--- src/assert_macros.svh ---
// assertion macros shared by the resampler rtl
// depends on nothing; define NO_ASSERTIONS to compile them out
`ifndef ASSERT_MACROS_SVH
`define ASSERT_MACROS_SVH
`ifndef NO_ASSERTIONS
// when a holds, b holds in the same cycle
`define ASSERT_IMPLIES(label, clk, rst, a, b) \
  label: assert property (@(posedge clk) disable iff (rst) (a) |-> (b)) \
    else $error("assertion failed");
// when a holds, b holds in the next cycle
`define ASSERT_NEXT(label, clk, rst, a, b) \
  label: assert property (@(posedge clk) disable iff (rst) (a) |=> (b)) \
    else $error("assertion failed");
`else
`define ASSERT_IMPLIES(label, clk, rst, a, b)
`define ASSERT_NEXT(label, clk, rst, a, b)
`endif
`endif

--- src/pfsr_pkg.sv ---
// types, codes and rounding helpers for the pcm fifo speed resampler
// used by the top, the config registers and the controller; depends on nothing
package pfsr_pkg;

  localparam int unsigned SPEED_MAX = 40960;
  localparam int unsigned UNITY_VOL = 32768;
  localparam int unsigned FRAC_BITS = 12;

  typedef enum logic [1:0] {
    FUNC_PUSH  = 2'd0,
    FUNC_PULL  = 2'd1,
    FUNC_CLEAR = 2'd2,
    FUNC_NONE  = 2'd3
  } func_t;

  typedef enum logic [1:0] {
    REG_CHANNELS = 2'd0,
    REG_SPEED    = 2'd1,
    REG_VOLUME   = 2'd2,
    REG_LIMIT    = 2'd3
  } reg_idx_t;

  typedef struct packed {
    logic [3:0]  channel_count;
    logic [15:0] speed_q12;
    logic [15:0] volume_q15;
    logic [12:0] queue_limit;
  } cfg_t;

  typedef enum logic [3:0] {
    ST_IDLE, ST_MUL, ST_CHK, ST_EMUL, ST_END,
    ST_RD0, ST_RD1, ST_INT, ST_VOL, ST_SAT, ST_OUT
  } state_t;

  // round half away from zero, divide by 2^12
  function automatic logic signed [16:0] round12(input logic signed [30:0] x);
    logic [30:0] mag;
    logic [30:0] q;
    logic [16:0] r;
    mag = x[30] ? 31'(-x) : 31'(x);
    q   = (mag + 31'd2048) >> 12;
    r   = q[16:0];
    return x[30] ? -$signed(r) : $signed(r);
  endfunction

  // round half away from zero, divide by 2^15
  function automatic logic signed [17:0] round15(input logic signed [33:0] x);
    logic [33:0] mag;
    logic [33:0] q;
    logic [17:0] r;
    mag = x[33] ? 34'(-x) : 34'(x);
    q   = (mag + 34'd16384) >> 15;
    r   = q[17:0];
    return x[33] ? -$signed(r) : $signed(r);
  endfunction

endpackage

--- src/pfsr_cfg_if.sv ---
// configuration write channel
// depends on nothing
interface pfsr_cfg_if;
  logic        valid;
  logic        ready;
  logic [1:0]  index;
  logic [15:0] data;
  modport source (output valid, index, data, input ready);
  modport sink (input valid, index, data, output ready);
endinterface

--- src/pfsr_cfg_regs.sv ---
// configuration registers with write-time clamping; out-of-range speed writes are ignored
// depends on pfsr_pkg and pfsr_cfg_if
module pfsr_cfg_regs
  import pfsr_pkg::*;
#(
  parameter int MAX_CHANNELS = 8
) (
  input  logic       clk,
  input  logic       rst,
  pfsr_cfg_if.sink   cfg,
  output cfg_t       regs
);

  assign cfg.ready = 1'b1;

  always_ff @(posedge clk) begin
    if (rst) begin
      regs.channel_count <= 4'd2;
      regs.speed_q12     <= 16'd4096;
      regs.volume_q15    <= 16'(UNITY_VOL);
      regs.queue_limit   <= '0;
    end else if (cfg.valid) begin
      case (reg_idx_t'(cfg.index))
        REG_CHANNELS: begin
          if (cfg.data[3:0] == 4'd0) regs.channel_count <= 4'd2;
          else if (cfg.data[3:0] > 4'(MAX_CHANNELS)) regs.channel_count <= 4'(MAX_CHANNELS);
          else regs.channel_count <= cfg.data[3:0];
        end
        REG_SPEED: begin
          if (cfg.data != 16'd0 && 17'(cfg.data) <= 17'(SPEED_MAX))
            regs.speed_q12 <= cfg.data;
        end
        REG_VOLUME: begin
          regs.volume_q15 <= (cfg.data > 16'(UNITY_VOL)) ? 16'(UNITY_VOL) : cfg.data;
        end
        REG_LIMIT: regs.queue_limit <= cfg.data[12:0];
        default: ;
      endcase
    end
  end

endmodule

--- src/flat_wrapper.sv ---
// flat-port wrapper written by rule: the top's interface ports become plain ports
module pfsr_cfg_regs_flat import pfsr_pkg::*;
#(
  parameter int MAX_CHANNELS = 8
)
  (clk, rst, regs, cfg_valid, cfg_index, cfg_data, cfg_ready);
  pfsr_cfg_if cfg_i ();
  input  logic clk;
  input  logic rst;
  output cfg_t regs;
  input wire logic [$bits(cfg_i.valid)-1:0] cfg_valid;
  input wire logic [$bits(cfg_i.index)-1:0] cfg_index;
  input wire logic [$bits(cfg_i.data)-1:0] cfg_data;
  output wire logic [$bits(cfg_i.ready)-1:0] cfg_ready;
  assign cfg_i.valid = cfg_valid;
  assign cfg_i.index = cfg_index;
  assign cfg_i.data = cfg_data;
  assign cfg_ready = cfg_i.ready;
  pfsr_cfg_regs #(.MAX_CHANNELS(MAX_CHANNELS)) u_core (.clk(clk), .rst(rst), .cfg(cfg_i), .regs(regs));
endmodule
--- config.mk ---
export PLATFORM = sky130hd
export DESIGN_NAME = pfsr_cfg_regs_flat
export DESIGN_NICKNAME = d
export VERILOG_FILES = /design/src/assert_macros.svh /design/src/pfsr_pkg.sv /design/src/pfsr_cfg_if.sv /design/src/pfsr_cfg_regs.sv /design/src/flat_wrapper.sv
export SDC_FILE = /design/constraint.sdc
export NUM_CORES = 1
export LEC_CHECK = 0
export BUFFER_PORTS_ARGS = -buffer_cell sky130_fd_sc_hd__buf_2
export CAP_MARGIN = 10
export CORE_MARGIN = 2
export CORE_UTILIZATION = 40
export CTS_CLUSTER_DIAMETER = 50
export DETAILED_ROUTE_END_ITERATION = 6
export GPL_ROUTABILITY_DRIVEN = 0
export PLACE_DENSITY = 0.78
export SYNTH_ARGS = -nofsm -noshare
export SYNTH_HDL_FRONTEND = slang
export SYNTH_SLANG_ARGS = --single-unit
--- constraint.sdc ---
create_clock -name clk -period 2.8 [get_ports clk]
set_clock_uncertainty 0.1 [all_clocks]
set_input_delay 0.28 -clock clk [delete_from_list [all_inputs] [get_ports clk]]
set_output_delay 0.28 -clock clk [all_outputs]
set_load 0.01 [all_outputs]
==> impl_metrics.py <==
metrics = {
    "global_route": {
        "use_met1_pct": 25.7,
        "antenna_found_initial": 0,
        "grt.busiest_layer": "met2",
        "grt_max_degree": 28,
        "use_met3_pct": 5.76,
        "overflow": 0,
        "grtUsageMet2_pct": 27.4,
        "grt_usage_pct": 18.6,
        "grt_pass1_wl_mm": 7.53,
        "grt_pass1_vias": 1535,
    },
    "logic_synthesis": {
        "yosysSeqAreaShare_pct": 50.6,
        "syn_inst": 207,
        "avgSynthCellArea_um2": 9.36,
        "synth-seq-cells": 49,
        "synth_nets": 228,
        "synth_top_cell_area_share_pct": 50.6,
        "ys_warn_count": 0,
        "synth.distinct_cells": 35,
        "yosys.area.top_type": "dfxtp_1",
        "synth_area_leaders": "dfxtp_1 (51%), nand2_1 (10%), mux2i_1 (7.8%)",
        "mappedNetlistArea_um2": 1940,
    },
    "worst_setup_path": {
        "arrival_ns": 1.98,
        "slowest_delay_ns": 0.65,
        "worst_setup_path_end_kind": "flip-flop",
        "critPathBufInv": 1,
        "cp_top_family": "compound AO/OA/AOI/OAI gates",
        "start_kind": "primary input",
        "crit_chain": "buf_2 -> nor4_2 -> and4_1 -> o211a_1 -> mux2i_1",
        "worstPathRequired_ns": 2.92,
        "crit_slowest_cell": "o211a_1",
        "critPathKind": "in -> reg",
        "crit_fanout": 15,
    },
    "finish": {
        "num_antenna_cells": 0,
        "layout-drive-gt1-share_pct": 31.4,
        "fill_cells": 482,
        "fin_cells": 325,
        "largest_reg_flops": 49,
        "reg_top3": "u_core.regs: 49 flops",
        "area_growth_pct": 22.4,
        "nets": 291,
        "largest_register": "u_core.regs",
    },
    "min_path": {
        "min_path_type": "in -> reg",
    },
    "floorplan": {
        "die_x_um": 73.6,
        "rows": 25,
        "die_h_um": 73.6,
        "initial_core_util_pct": 41.3,
        "die_area_um2": 5410,
        "coreArea_um2": 4690,
        "pin_count": 71,
    },
    "place": {
        "port_buffers": 69,
        "dp_cells": 317,
        "dpl.hpwl_mm": 3.47,
        "place_ws_ns": 0.659,
    },
    "timing": {
        "relSlewSlack_pct": 51.0,
        "setup_viol": 0,
        "fin_crit_sh_pct": 66.3,
        "period_needed_ns": 1.86,
        "final-hold-violation-count": 0,
        "achievable-frequency_ghz": 0.539,
        "finalWorstSetupSlack_ns": 0.944,
        "tns_ns": 0,
        "grt_setup_unrepaired": "false",
        "tightest_slew_ns": 0.735,
        "drv_slew": 0,
    },
    "clocking": {
        "cts_repair_resize_count": 0,
        "post_cts_buffers": 0,
        "numCtsBuffers": 5,
        "clkSinkCount": 49,
        "clock_path_buffers": 2,
        "clk_pin_slew_worst_paths_ns": 0.09,
        "cts.hold.buffers_added": 0,
        "htreeDepth": 2,
        "cts_tree": "done",
        "clk_latency_ns": 0.30,
        "root_buffer": "clkbuf_8",
    },
    "detailed_routing": {
        "drt-total-wl_mm": 4.93,
        "num_vias": 1742,
        "firstDrtPassIters": 4,
        "drt_iter0_drc": 165,
        "viasPerCell": 5.36,
        "drc_errors": 0,
        "ant_nets": 0,
        "drt-wirelength-per-cell_um": 15.2,
    },
    "run_status": {
        "status": "finished, final reports clean",
    },
    "power": {
        "p_leak_uw": 0.00104,
        "p_int_uw": 988,
        "peakVddDrop_mv": 0.274,
        "power_density_nw_per_um2": 557,
        "pwr-share-seq_pct": 55.0,
        "switching_share_pct": 25.1,
        "p_comb_share_pct": 10.3,
        "p_clk_share_pct": 34.7,
        "switching_power_uw": 332,
    },
    "flow_run": {
        "cap_violations": 0,
    },
}
[path summary, 6_finish.rpt]
check	start	end	slack (ns)	cells past startpoint
worst max-delay path	cfg_data[1]	u_core.regs[38]	0.94	5
worst max register to register	u_core.regs[42]	u_core.regs[42]	1.94	2
worst min-delay path	cfg_data[9]	u_core.regs[9]	0.15	3
worst min register to register	u_core.regs[12]	u_core.regs[12]	0.35	2
[power by group through the flow]
stage                     Clock (µW)  Sequential [µW]  Combinational [µW]
after floorplan                    0              750                68.2
after global placement             0              742                 134
after detailed placement           0              742                 136
after CTS                        465              726                 136
after global routing             497              728                 149
final                            459              726                 136
[worst reg2reg max path, cell delays in order, from the launching register on]
cell and delay, ns:
dfxtp_1 0.36, o21ai_0 0.09, a211oi_1 0.23
[through the flow]
step	hold slack (ns)	instance area (µm²)	power (µW)	util, %
after floorplan	0.316	1940	818	-
after global placement	0.339	2270	875	48.4
after detailed placement	0.346	2270	878	48.4
after CTS	0.145	2370	1330	50.5
after global routing	0.144	2370	1370	50.5
final	0.151	2370	1320	50.5
[layout by cell type (no fill, tap or decap), types with 2 or more instances in the layout]
cell type  instances
mux2i_1           15
nand4_1            2
o21ai_0            2
dfxtp_1           49
buf_2             69
nor4_2             2
a32o_1            13
nor3b_1            5
nand2_1           54
nand3b_1           2
buf_4              2
a21oi_1           18
clkbuf_8           7
nor2_1            11
[synth_stat cells]
| cell type | number |
|---|---|
| nand2_1 | 54 |
| dfxtp_1 | 49 |
| a21oi_1 | 18 |
| mux2i_1 | 15 |
| a32o_1 | 13 |
| nor2_1 | 11 |
| clkbuf_1 | 9 |
| nor3b_1 | 5 |
| buf_4 | 2 |
| buf_6 | 2 |
| nand3b_1 | 2 |
| nand4_1 | 2 |
| nor4_2 | 2 |
| o21ai_0 | 2 |
| a211oi_1 | 1 |
| a22oi_1 | 1 |
| a31oi_1 | 1 |
| and2_1 | 1 |
| and3_1 | 1 |
| and3b_2 | 1 |
| and4_1 | 1 |
| buf_1 | 1 |
| buf_12 | 1 |
| clkinv_1 | 1 |
| conb_1 | 1 |
| inv_1 | 1 |
| nand3_1 | 1 |
| nor4_1 | 1 |
| nor4_4 | 1 |
| o211a_1 | 1 |
| o211ai_1 | 1 |
| o21a_1 | 1 |
| o21ai_2 | 1 |
| o31ai_1 | 1 |
| or3b_2 | 1 |
[kinds of logic after synthesis]
kind of cell           after synthesis  synth area share [%]
AO/OA/AOI/OAI                       41                  15.1
multiplexers                        15                  7.75
other                                1                 0.194
flip-flops                          49                  50.6
buffers and inverters               17                  5.30
AND/OR/NAND/NOR                     84                  21.0
[routing by layer]
metal | routed length, µm | share of wire (%)
met1 | 2280 | 46
met2 | 2220 | 45
met3 | 382 | 7.7
met5 | 0 | 0
met4 | 53 | 1.1
[area by class of cell]
| cell class | instances | area, µm² | area share (%) |
|---|---|---|---|
| Inverter | 2 | 7.51 | 0.317 |
| Tap cell | 54 | 67.6 | 2.85 |
| Timing Repair Buffer | 71 | 360 | 15.2 |
| Clock inverter | 1 | 5.00 | 0.211 |
| Multi-Input combinational cell | 141 | 853 | 36.0 |
| Clock buffer | 7 | 96.3 | 4.06 |
| Sequential cell | 49 | 981 | 41.4 |
(Power assumes the default switching activity.)
