File: config.mk
export PLATFORM = sky130hd
export DESIGN_NAME = pfsr_ctrl_flat
export DESIGN_NICKNAME = d
export VERILOG_FILES = /design/src/assert_macros.svh /design/src/pfsr_pkg.sv /design/src/pfsr_item_if.sv /design/src/pfsr_result_if.sv /design/src/pfsr_ctrl.sv /design/src/flat_wrapper.sv
export SDC_FILE = /design/constraint.sdc
export NUM_CORES = 2
export LEC_CHECK = 0
export ABC_AREA = 1
export BUFFER_PORTS_ARGS = -buffer_cell sky130_fd_sc_hd__buf_2
export CAP_MARGIN = 20
export CORE_MARGIN = 4
export CORE_UTILIZATION = 45
export CTS_CLUSTER_SIZE = 28
export DETAILED_ROUTE_END_ITERATION = 16
export GPL_ROUTABILITY_DRIVEN = 0
export GPL_TIMING_DRIVEN = 0
export PLACE_DENSITY = 0.57
export RECOVER_POWER = 50
export SYNTH_ARGS = -nofsm -noshare
export SYNTH_HDL_FRONTEND = slang
export SYNTH_SLANG_ARGS = --single-unit
File: constraint.sdc
create_clock -name clk -period 24.5 [get_ports clk]
set_clock_uncertainty 0.1 [all_clocks]
set_input_delay 2.45 -clock clk [delete_from_list [all_inputs] [get_ports clk]]
set_output_delay 2.45 -clock clk [all_outputs]
set_load 0.02 [all_outputs]
File: src/assert_macros.svh
// assertion macros shared by the resampler rtl
// depends on nothing; define NO_ASSERTIONS to compile them out
`ifndef ASSERT_MACROS_SVH
`define ASSERT_MACROS_SVH
`ifndef NO_ASSERTIONS
// when a holds, b holds in the same cycle
`define ASSERT_IMPLIES(label, clk, rst, a, b) \
  label: assert property (@(posedge clk) disable iff (rst) (a) |-> (b)) \
    else $error("assertion failed");
// when a holds, b holds in the next cycle
`define ASSERT_NEXT(label, clk, rst, a, b) \
  label: assert property (@(posedge clk) disable iff (rst) (a) |=> (b)) \
    else $error("assertion failed");
`else
`define ASSERT_IMPLIES(label, clk, rst, a, b)
`define ASSERT_NEXT(label, clk, rst, a, b)
`endif
`endif

File: src/pfsr_pkg.sv
// types, codes and rounding helpers for the pcm fifo speed resampler
// used by the top, the config registers and the controller; depends on nothing
package pfsr_pkg;

  localparam int unsigned SPEED_MAX = 40960;
  localparam int unsigned UNITY_VOL = 32768;
  localparam int unsigned FRAC_BITS = 12;

  typedef enum logic [1:0] {
    FUNC_PUSH  = 2'd0,
    FUNC_PULL  = 2'd1,
    FUNC_CLEAR = 2'd2,
    FUNC_NONE  = 2'd3
  } func_t;

  typedef enum logic [1:0] {
    REG_CHANNELS = 2'd0,
    REG_SPEED    = 2'd1,
    REG_VOLUME   = 2'd2,
    REG_LIMIT    = 2'd3
  } reg_idx_t;

  typedef struct packed {
    logic [3:0]  channel_count;
    logic [15:0] speed_q12;
    logic [15:0] volume_q15;
    logic [12:0] queue_limit;
  } cfg_t;

  typedef enum logic [3:0] {
    ST_IDLE, ST_MUL, ST_CHK, ST_EMUL, ST_END,
    ST_RD0, ST_RD1, ST_INT, ST_VOL, ST_SAT, ST_OUT
  } state_t;

  // round half away from zero, divide by 2^12
  function automatic logic signed [16:0] round12(input logic signed [30:0] x);
    logic [30:0] mag;
    logic [30:0] q;
    logic [16:0] r;
    mag = x[30] ? 31'(-x) : 31'(x);
    q   = (mag + 31'd2048) >> 12;
    r   = q[16:0];
    return x[30] ? -$signed(r) : $signed(r);
  endfunction

  // round half away from zero, divide by 2^15
  function automatic logic signed [17:0] round15(input logic signed [33:0] x);
    logic [33:0] mag;
    logic [33:0] q;
    logic [17:0] r;
    mag = x[33] ? 34'(-x) : 34'(x);
    q   = (mag + 34'd16384) >> 15;
    r   = q[17:0];
    return x[33] ? -$signed(r) : $signed(r);
  endfunction

endpackage

File: src/pfsr_item_if.sv
// input item channel: push, pull or clear
// depends on nothing
interface pfsr_item_if;
  logic        valid;
  logic        ready;
  logic [1:0]  func;
  logic [15:0] sample_in;
  logic        block_end;
  modport source (output valid, func, sample_in, block_end, input ready);
  modport sink (input valid, func, sample_in, block_end, output ready);
endinterface

File: src/pfsr_result_if.sv
// result channel: one beat per channel of a pulled frame, or one per push or clear
// depends on nothing
interface pfsr_result_if;
  logic        valid;
  logic        ready;
  logic [15:0] sample_out;
  logic [2:0]  channel_index;
  logic        last_of_frame;
  logic        accepted;
  logic [12:0] queued_samples;
  modport source (output valid, sample_out, channel_index, last_of_frame, accepted,
                  queued_samples, input ready);
  modport sink (input valid, sample_out, channel_index, last_of_frame, accepted,
                queued_samples, output ready);
endinterface

File: src/pfsr_ctrl.sv
// sequencer and datapath: push/clear bookkeeping, per-channel interpolation,
// volume and block-end discard; depends on pfsr_pkg and the channel interfaces
module pfsr_ctrl
  import pfsr_pkg::*;
#(
  parameter int FIFO_DEPTH       = 4096,
  parameter int MAX_BLOCK_FRAMES = 4096,
  parameter int AW               = 12
) (
  input  logic          clk,
  input  logic          rst,
  input  cfg_t          regs,
  pfsr_item_if.sink     items,
  pfsr_result_if.source results,
  output logic          wen,
  output logic [AW-1:0] waddr,
  output logic [15:0]   wdata,
  output logic          ren,
  output logic [AW-1:0] raddr,
  input  logic [15:0]   rdata
);

  localparam int CW  = $clog2(FIFO_DEPTH + 1);
  localparam int IW  = (MAX_BLOCK_FRAMES > 1) ? $clog2(MAX_BLOCK_FRAMES) : 1;
  localparam int FPW = $clog2(MAX_BLOCK_FRAMES + 1);
  localparam int PW  = IW + 16;
  localparam int QW  = FPW + 16;
  localparam int OW  = ((PW - 12 + 5) > CW ? (PW - 12 + 5) : CW) + 1;
  localparam int SW  = (OW > AW ? OW : AW) + 1;

  state_t state, state_next;

  logic [AW-1:0]  head, base;
  logic [CW-1:0]  fill;
  logic [IW-1:0]  bidx;
  logic [FPW-1:0] fprod;
  logic           stalled, ends, is_pull, real_data, has1;
  logic [2:0]     ch;
  logic [PW-1:0]  p;
  logic [QW-1:0]  q;
  logic [OW-1:0]  off0;
  logic [11:0]    frac;
  logic signed [15:0] s0;
  logic signed [30:0] acc;
  logic signed [16:0] vreg;
  logic signed [33:0] vprod;

  logic [15:0] o_sample;
  logic [2:0]  o_ch;
  logic        o_last, o_acc;
  logic [12:0] o_queued;

  logic [3:0]    nch;
  logic          push_ok;
  logic [OW-1:0] off0_c, off1_c, off2_c, rd_off, n_c, n_min;
  logic          ok_c, has1_c;
  logic [SW-1:0] rsum, wsum, hsum;
  logic signed [16:0] s1_c;
  logic signed [17:0] vfin;
  logic [15:0]   vsat;

  function automatic logic [AW-1:0] wrap(input logic [SW-1:0] s);
    logic [SW-1:0] r;
    r = (s >= SW'(FIFO_DEPTH)) ? s - SW'(FIFO_DEPTH) : s;
    return r[AW-1:0];
  endfunction

  assign nch = regs.channel_count;

  always_comb begin
    push_ok = (fill < CW'(FIFO_DEPTH));
    if (regs.queue_limit != '0 && 14'(fill) + 14'd1 > 14'(regs.queue_limit)) push_ok = 1'b0;
    off0_c = OW'(p[PW-1:12]) * OW'(nch);
    off1_c = off0_c + OW'(nch);
    off2_c = off1_c + OW'(nch);
    ok_c   = !stalled && off1_c <= OW'(fill);
    has1_c = (p[11:0] != 12'd0) && off2_c <= OW'(fill);
    rd_off = off0 + OW'(ch) + ((state == ST_RD1) ? OW'(nch) : '0);
    rsum   = SW'(base) + SW'(rd_off);
    wsum   = SW'(head) + SW'(fill);
    n_c    = (OW'(q[QW-1:12]) + OW'(1) + OW'(q[11:0] != 12'd0)) * OW'(nch);
    n_min  = (fprod == '0) ? '0 : ((n_c > OW'(fill)) ? OW'(fill) : n_c);
    hsum   = SW'(head) + SW'(n_min);
    s1_c   = has1 ? 17'($signed(rdata)) : 17'(s0);
    vfin   = (regs.volume_q15 < 16'(UNITY_VOL)) ? round15(vprod) : 18'(vreg);
    if (vfin > 18'sd32767) vsat = 16'h7fff;
    else if (vfin < -18'sd32768) vsat = 16'h8000;
    else vsat = vfin[15:0];
  end

  // next state
  always_comb begin
    state_next = state;
    case (state)
      ST_IDLE: begin
        if (items.valid) begin
          case (func_t'(items.func))
            FUNC_PUSH, FUNC_CLEAR: state_next = ST_OUT;
            FUNC_PULL:             state_next = ST_MUL;
            default:               state_next = ST_IDLE;
          endcase
        end
      end
      ST_MUL:  state_next = ST_CHK;
      ST_CHK:  state_next = ends ? ST_EMUL : (ok_c ? ST_RD0 : ST_SAT);
      ST_EMUL: state_next = ST_END;
      ST_END:  state_next = real_data ? ST_RD0 : ST_SAT;
      ST_RD0:  state_next = ST_RD1;
      ST_RD1:  state_next = ST_INT;
      ST_INT:  state_next = ST_VOL;
      ST_VOL:  state_next = ST_SAT;
      ST_SAT:  state_next = ST_OUT;
      ST_OUT: begin
        if (results.ready) begin
          if (is_pull && !o_last) state_next = real_data ? ST_RD0 : ST_SAT;
          else state_next = ST_IDLE;
        end
      end
      default: state_next = ST_IDLE;
    endcase
  end

  // outputs
  always_comb begin
    items.ready   = (state == ST_IDLE);
    results.valid = (state == ST_OUT);
    ren           = (state == ST_RD0) || (state == ST_RD1);
    raddr         = wrap(rsum);
    wen           = (state == ST_IDLE) && items.valid &&
                    (func_t'(items.func) == FUNC_PUSH) && push_ok;
    waddr         = wrap(wsum);
    wdata         = items.sample_in;
  end

  assign results.sample_out     = o_sample;
  assign results.channel_index  = o_ch;
  assign results.last_of_frame  = o_last;
  assign results.accepted       = o_acc;
  assign results.queued_samples = o_queued;

  always_ff @(posedge clk) begin
    if (rst) begin
      state   <= ST_IDLE;
      head    <= '0;
      fill    <= '0;
      bidx    <= '0;
      fprod   <= '0;
      stalled <= 1'b0;
    end else begin
      state <= state_next;
      case (state)
        ST_IDLE: begin
          if (items.valid) begin
            if (func_t'(items.func) == FUNC_PUSH && push_ok) fill <= fill + CW'(1);
            if (func_t'(items.func) == FUNC_CLEAR) begin
              head    <= '0;
              fill    <= '0;
              bidx    <= '0;
              fprod   <= '0;
              stalled <= 1'b0;
            end
          end
        end
        ST_CHK: begin
          if (ok_c) fprod <= fprod + FPW'(1);
          else stalled <= 1'b1;
          bidx <= bidx + IW'(1);
        end
        ST_END: begin
          head    <= wrap(hsum);
          fill    <= fill - CW'(n_min);
          bidx    <= '0;
          fprod   <= '0;
          stalled <= 1'b0;
        end
        default: ;
      endcase
    end
  end

  // datapath registers
  always_ff @(posedge clk) begin
    case (state)
      ST_IDLE: begin
        base     <= head;
        ch       <= '0;
        ends     <= items.block_end || (32'(bidx) + 32'd1 >= 32'(MAX_BLOCK_FRAMES));
        is_pull  <= (func_t'(items.func) == FUNC_PULL);
        o_sample <= '0;
        o_ch     <= '0;
        o_last   <= 1'b1;
        o_acc    <= (func_t'(items.func) == FUNC_CLEAR) ? 1'b1 : push_ok;
        o_queued <= (func_t'(items.func) == FUNC_CLEAR) ? '0 :
                    13'(fill + CW'(push_ok));
        p        <= PW'(bidx) * PW'(regs.speed_q12);
      end
      ST_CHK: begin
        real_data <= ok_c;
        has1      <= has1_c;
        off0      <= off0_c;
        frac      <= p[11:0];
      end
      ST_EMUL: q <= QW'(fprod - FPW'(1)) * QW'(regs.speed_q12);
      ST_RD1:  s0 <= $signed(rdata);
      ST_INT:  acc <= (31'(s0) <<< 12) + 31'((s1_c - 17'(s0)) * $signed({1'b0, frac}));
      ST_VOL: begin
        vreg  <= round12(acc);
        vprod <= 34'(round12(acc)) * $signed({1'b0, regs.volume_q15});
      end
      ST_SAT: begin
        o_sample <= real_data ? vsat : '0;
        o_ch     <= ch;
        o_last   <= (4'(ch) + 4'd1 == nch);
        o_acc    <= real_data;
        o_queued <= 13'(fill);
      end
      ST_OUT: if (results.ready) ch <= ch + 3'd1;
      default: ;
    endcase
  end

endmodule

File: src/flat_wrapper.sv
// flat-port wrapper written by rule: the top's interface ports become plain ports
module pfsr_ctrl_flat import pfsr_pkg::*;
#(
  parameter int FIFO_DEPTH       = 4096,
  parameter int MAX_BLOCK_FRAMES = 4096,
  parameter int AW               = 12
)
  (clk, rst, regs, wen, waddr, wdata, ren, raddr, rdata, items_valid, items_func, items_sample_in, items_block_end, items_ready, results_valid, results_sample_out, results_channel_index, results_last_of_frame, results_accepted, results_queued_samples, results_ready);
  pfsr_item_if items_i ();
  pfsr_result_if results_i ();
  input  logic clk;
  input  logic rst;
  input  cfg_t regs;
  output logic wen;
  output logic [AW-1:0] waddr;
  output logic [15:0] wdata;
  output logic ren;
  output logic [AW-1:0] raddr;
  input  logic [15:0] rdata;
  input wire logic [$bits(items_i.valid)-1:0] items_valid;
  input wire logic [$bits(items_i.func)-1:0] items_func;
  input wire logic [$bits(items_i.sample_in)-1:0] items_sample_in;
  input wire logic [$bits(items_i.block_end)-1:0] items_block_end;
  output wire logic [$bits(items_i.ready)-1:0] items_ready;
  output wire logic [$bits(results_i.valid)-1:0] results_valid;
  output wire logic [$bits(results_i.sample_out)-1:0] results_sample_out;
  output wire logic [$bits(results_i.channel_index)-1:0] results_channel_index;
  output wire logic [$bits(results_i.last_of_frame)-1:0] results_last_of_frame;
  output wire logic [$bits(results_i.accepted)-1:0] results_accepted;
  output wire logic [$bits(results_i.queued_samples)-1:0] results_queued_samples;
  input wire logic [$bits(results_i.ready)-1:0] results_ready;
  assign items_i.valid = items_valid;
  assign items_i.func = items_func;
  assign items_i.sample_in = items_sample_in;
  assign items_i.block_end = items_block_end;
  assign items_ready = items_i.ready;
  assign results_valid = results_i.valid;
  assign results_sample_out = results_i.sample_out;
  assign results_channel_index = results_i.channel_index;
  assign results_last_of_frame = results_i.last_of_frame;
  assign results_accepted = results_i.accepted;
  assign results_queued_samples = results_i.queued_samples;
  assign results_i.ready = results_ready;
  pfsr_ctrl #(.FIFO_DEPTH(FIFO_DEPTH), .MAX_BLOCK_FRAMES(MAX_BLOCK_FRAMES), .AW(AW)) u_core (.clk(clk), .rst(rst), .regs(regs), .items(items_i), .results(results_i), .wen(wen), .waddr(waddr), .wdata(wdata), .ren(ren), .raddr(raddr), .rdata(rdata));
endmodule
==> qor.txt <==
outcome: complete, but fails checks
failing checks: max-capacitance violations, max-slew violations
core area: 0.127 mm²
htree depth: 2
total grt overflow: 0
area grow syn2layout: 7.23%
layout cell share with drive strength beyond 1: 0.0591
Max-Cap Viols: 9
Crit-path slowest cell: fa_1
DRC viols: 0
Worst setup EP type: flop
Synth top area share: 0.324
Hold Crit Start: u_core.p[5]
FILL cells: 12600
most common cell after layout, fill and taps aside: inv_1
die width: 366 µm
FF+latch area: 0.00804 mm²
via count: 46000
Yosys top cell by area: fa_1
FP Rows: 131
number of global-route vias before repair: 48200
die height: 366 µm
Post-DP HPWL: 135 mm
number of synthesis warnings: 0
Setup TNS: 0 ns
Syn Area/Cell: 8.00 µm²
final hold viol count: 0
Max Freq: 89.2 MHz
largest net degree at the start of global routing: 37
Crit. Startpoint: rdata[2]
Pre-antenna DRT Iters: 6
Slew Viols, Final: 238
Main synth FF type: edfxtp_1
Total GRT Usage: 0.242
DRT antenna net count: 0
clk slew on worst S/H paths: 0.06 ns
CTS Buf Count: 39
routed len/inst: 17.4 µm
PostCTS Resize Cnt: 0
Mapped Cells: 7203
clock sink count: 286
most frequent cells in the layout: inv_1, nand2_1, fa_1
DR vias/cell: 5.07
Root Buffer: clkbuf_16
post-CTS setup buffers: 0
nets: 8886
Final Cycle Share: 0.457
TritonCTS clock tree: yes
Clk Latency, worst-skew pair: 0.61 ns
mapped cell area: 0.0576 mm²
FFs w/ async S/R, synth: 0
sequential element share of the synthesized area: 0.139
Die ar.: 0.134 mm²
Tightest Pin Transition: 2.36 ns
Critical Path AT: 11.40 ns
Starting Density: 0.452
Ports: 166
crit-path max FO: 7
Post-synth EDFFs: 231
Max Buffers Root-to-Sink: 3
relative slew slack: -0.580
I/O Buffers: 129
global-route wire length before repair: 257 mm
Crit Path Category: primary input to flop
multi-input logic area: 0.0423 mm²
initial antenna violation count: 11
Yosys reg bits: 286
FF-to-FF Start: u_core.has1
unrepaired setup endpoints after global routing: no
Final min period: 11.20 ns
CP peak stage delay: 0.56 ns
overall routed net length: 158 mm
1st-iter DRT viols: 2957
Setup violations, final: 0
synth top area cells: fa_1, edfxtp_1, inv_1
Worst Path Required: 24.69 ns
Cell variety after synth: 76
cell mode on critical path: nand2_1
Hold Crit Class: flop to flop
Worst setup SP type: primary input
CTS Hold Bufs: 0
## routing by layer
metal  up-vias  share of wire  GRT usage
li1      22100              -          -
met1     22500           0.43      0.313
met2      1179           0.48      0.415
met3       253          0.056     0.0348
met4         4          0.036     0.0809
met5         -        0.00022          0
## state kept, by name, indices dropped and copies added (netlist names), 13 cells and up
| name | count |
|---|---|
| u_core.p | 28 |
| u_core.vprod | 34 |
| u_core.s0 | 16 |
| u_core.fill | 13 |
| u_core.q | 29 |
| u_core.results.sample_out | 16 |
| u_core.vreg | 17 |
| u_core.acc | 30 |
| u_core.fprod | 13 |
| u_core.results.queued_samples | 13 |
## worst paths after layout
kind / endpoint / slack [ns] / depth (start not counted)
max: u_core.acc[30] / 13.30 / 47
min: u_core.frac[5] / 0.35 / 0
max reg2reg: u_core.acc[30] / 14.16 / 47
min reg2reg: u_core.frac[5] / 0.35 / 0
## worst max-delay path: cells and delay by family
family | cells | cell delay (ns)
compound gates | 13 | 2.74
fa+ha+maj | 8 | 3.84
buf+inv | 6 | 0.68
simple gates | 20 | 1.70
## stage by stage
step,hold slack [ns],instance area [µm²],utilization,std cells,worst slack [ns]
floorplan,0.327,57600,-,7204,14.36
global placement,0.329,60400,0.474,8995,12.64
detailed placement,0.334,60500,0.475,9002,12.59
CTS,0.346,62000,0.486,9073,13.25
global route,0.367,61800,0.485,9074,12.51
finish,0.346,61800,0.485,9079,13.30
## cell type report
| type | count | share of cell area |
|---|---|---|
| buffer | 203 | 0.0148 |
| multi-input combinational | 5023 | 0.685 |
| inverter | 1692 | 0.103 |
| clock inverter | 32 | 0.00709 |
| timing repair buffer | 136 | 0.0106 |
| clock buffer | 39 | 0.0158 |
| antenna | 6 | 0.000243 |
| sequential | 286 | 0.130 |
| tap | 1662 | 0.0337 |
## Yosys cell counts (7+ instances only)
master / number
xnor2_1: 83
a211oi_1: 11
nand2_1: 1502
buf_4: 20
inv_1: 1639
nand3_2: 12
edfxtp_1: 231
xor2_2: 13
nor3_1: 40
nor2_1: 688
a21o_1: 18
nor4_1: 24
nand3_1: 228
o21ai_1: 8
dfxtp_1: 55
o21bai_1: 23
inv_2: 32
nand2_2: 55
fa_1: 934
nand3b_1: 14
xor2_1: 197
ha_1: 483
buf_1: 10
nand3_4: 7
clkinv_1: 19
a21oi_2: 10
buf_6: 7
a31oi_1: 8
or2_2: 26
nand4_1: 69
o211ai_1: 10
o31ai_1: 9
a21oi_1: 285
buf_2: 13
clkbuf_1: 152
nor3_2: 10
o21ai_0: 148
nor2_2: 27
## cell families after synthesis
family / count (synthesis) / share of synthesized area
muxes: 1 / 0.000174
and+or+nand+nor: 2733 / 0.200
adders and majority gates: 1417 / 0.429
AOI/OAI and AO/OA: 572 / 0.0565
DFF: 286 / 0.139
other: 2 / 0.000130
buffers and inverters: 1895 / 0.126
xor gates and xnor gates: 297 / 0.0477
Power is not shown: default switching activity piles up to over one toggle a cycle in this logic, so the estimate is an artifact.
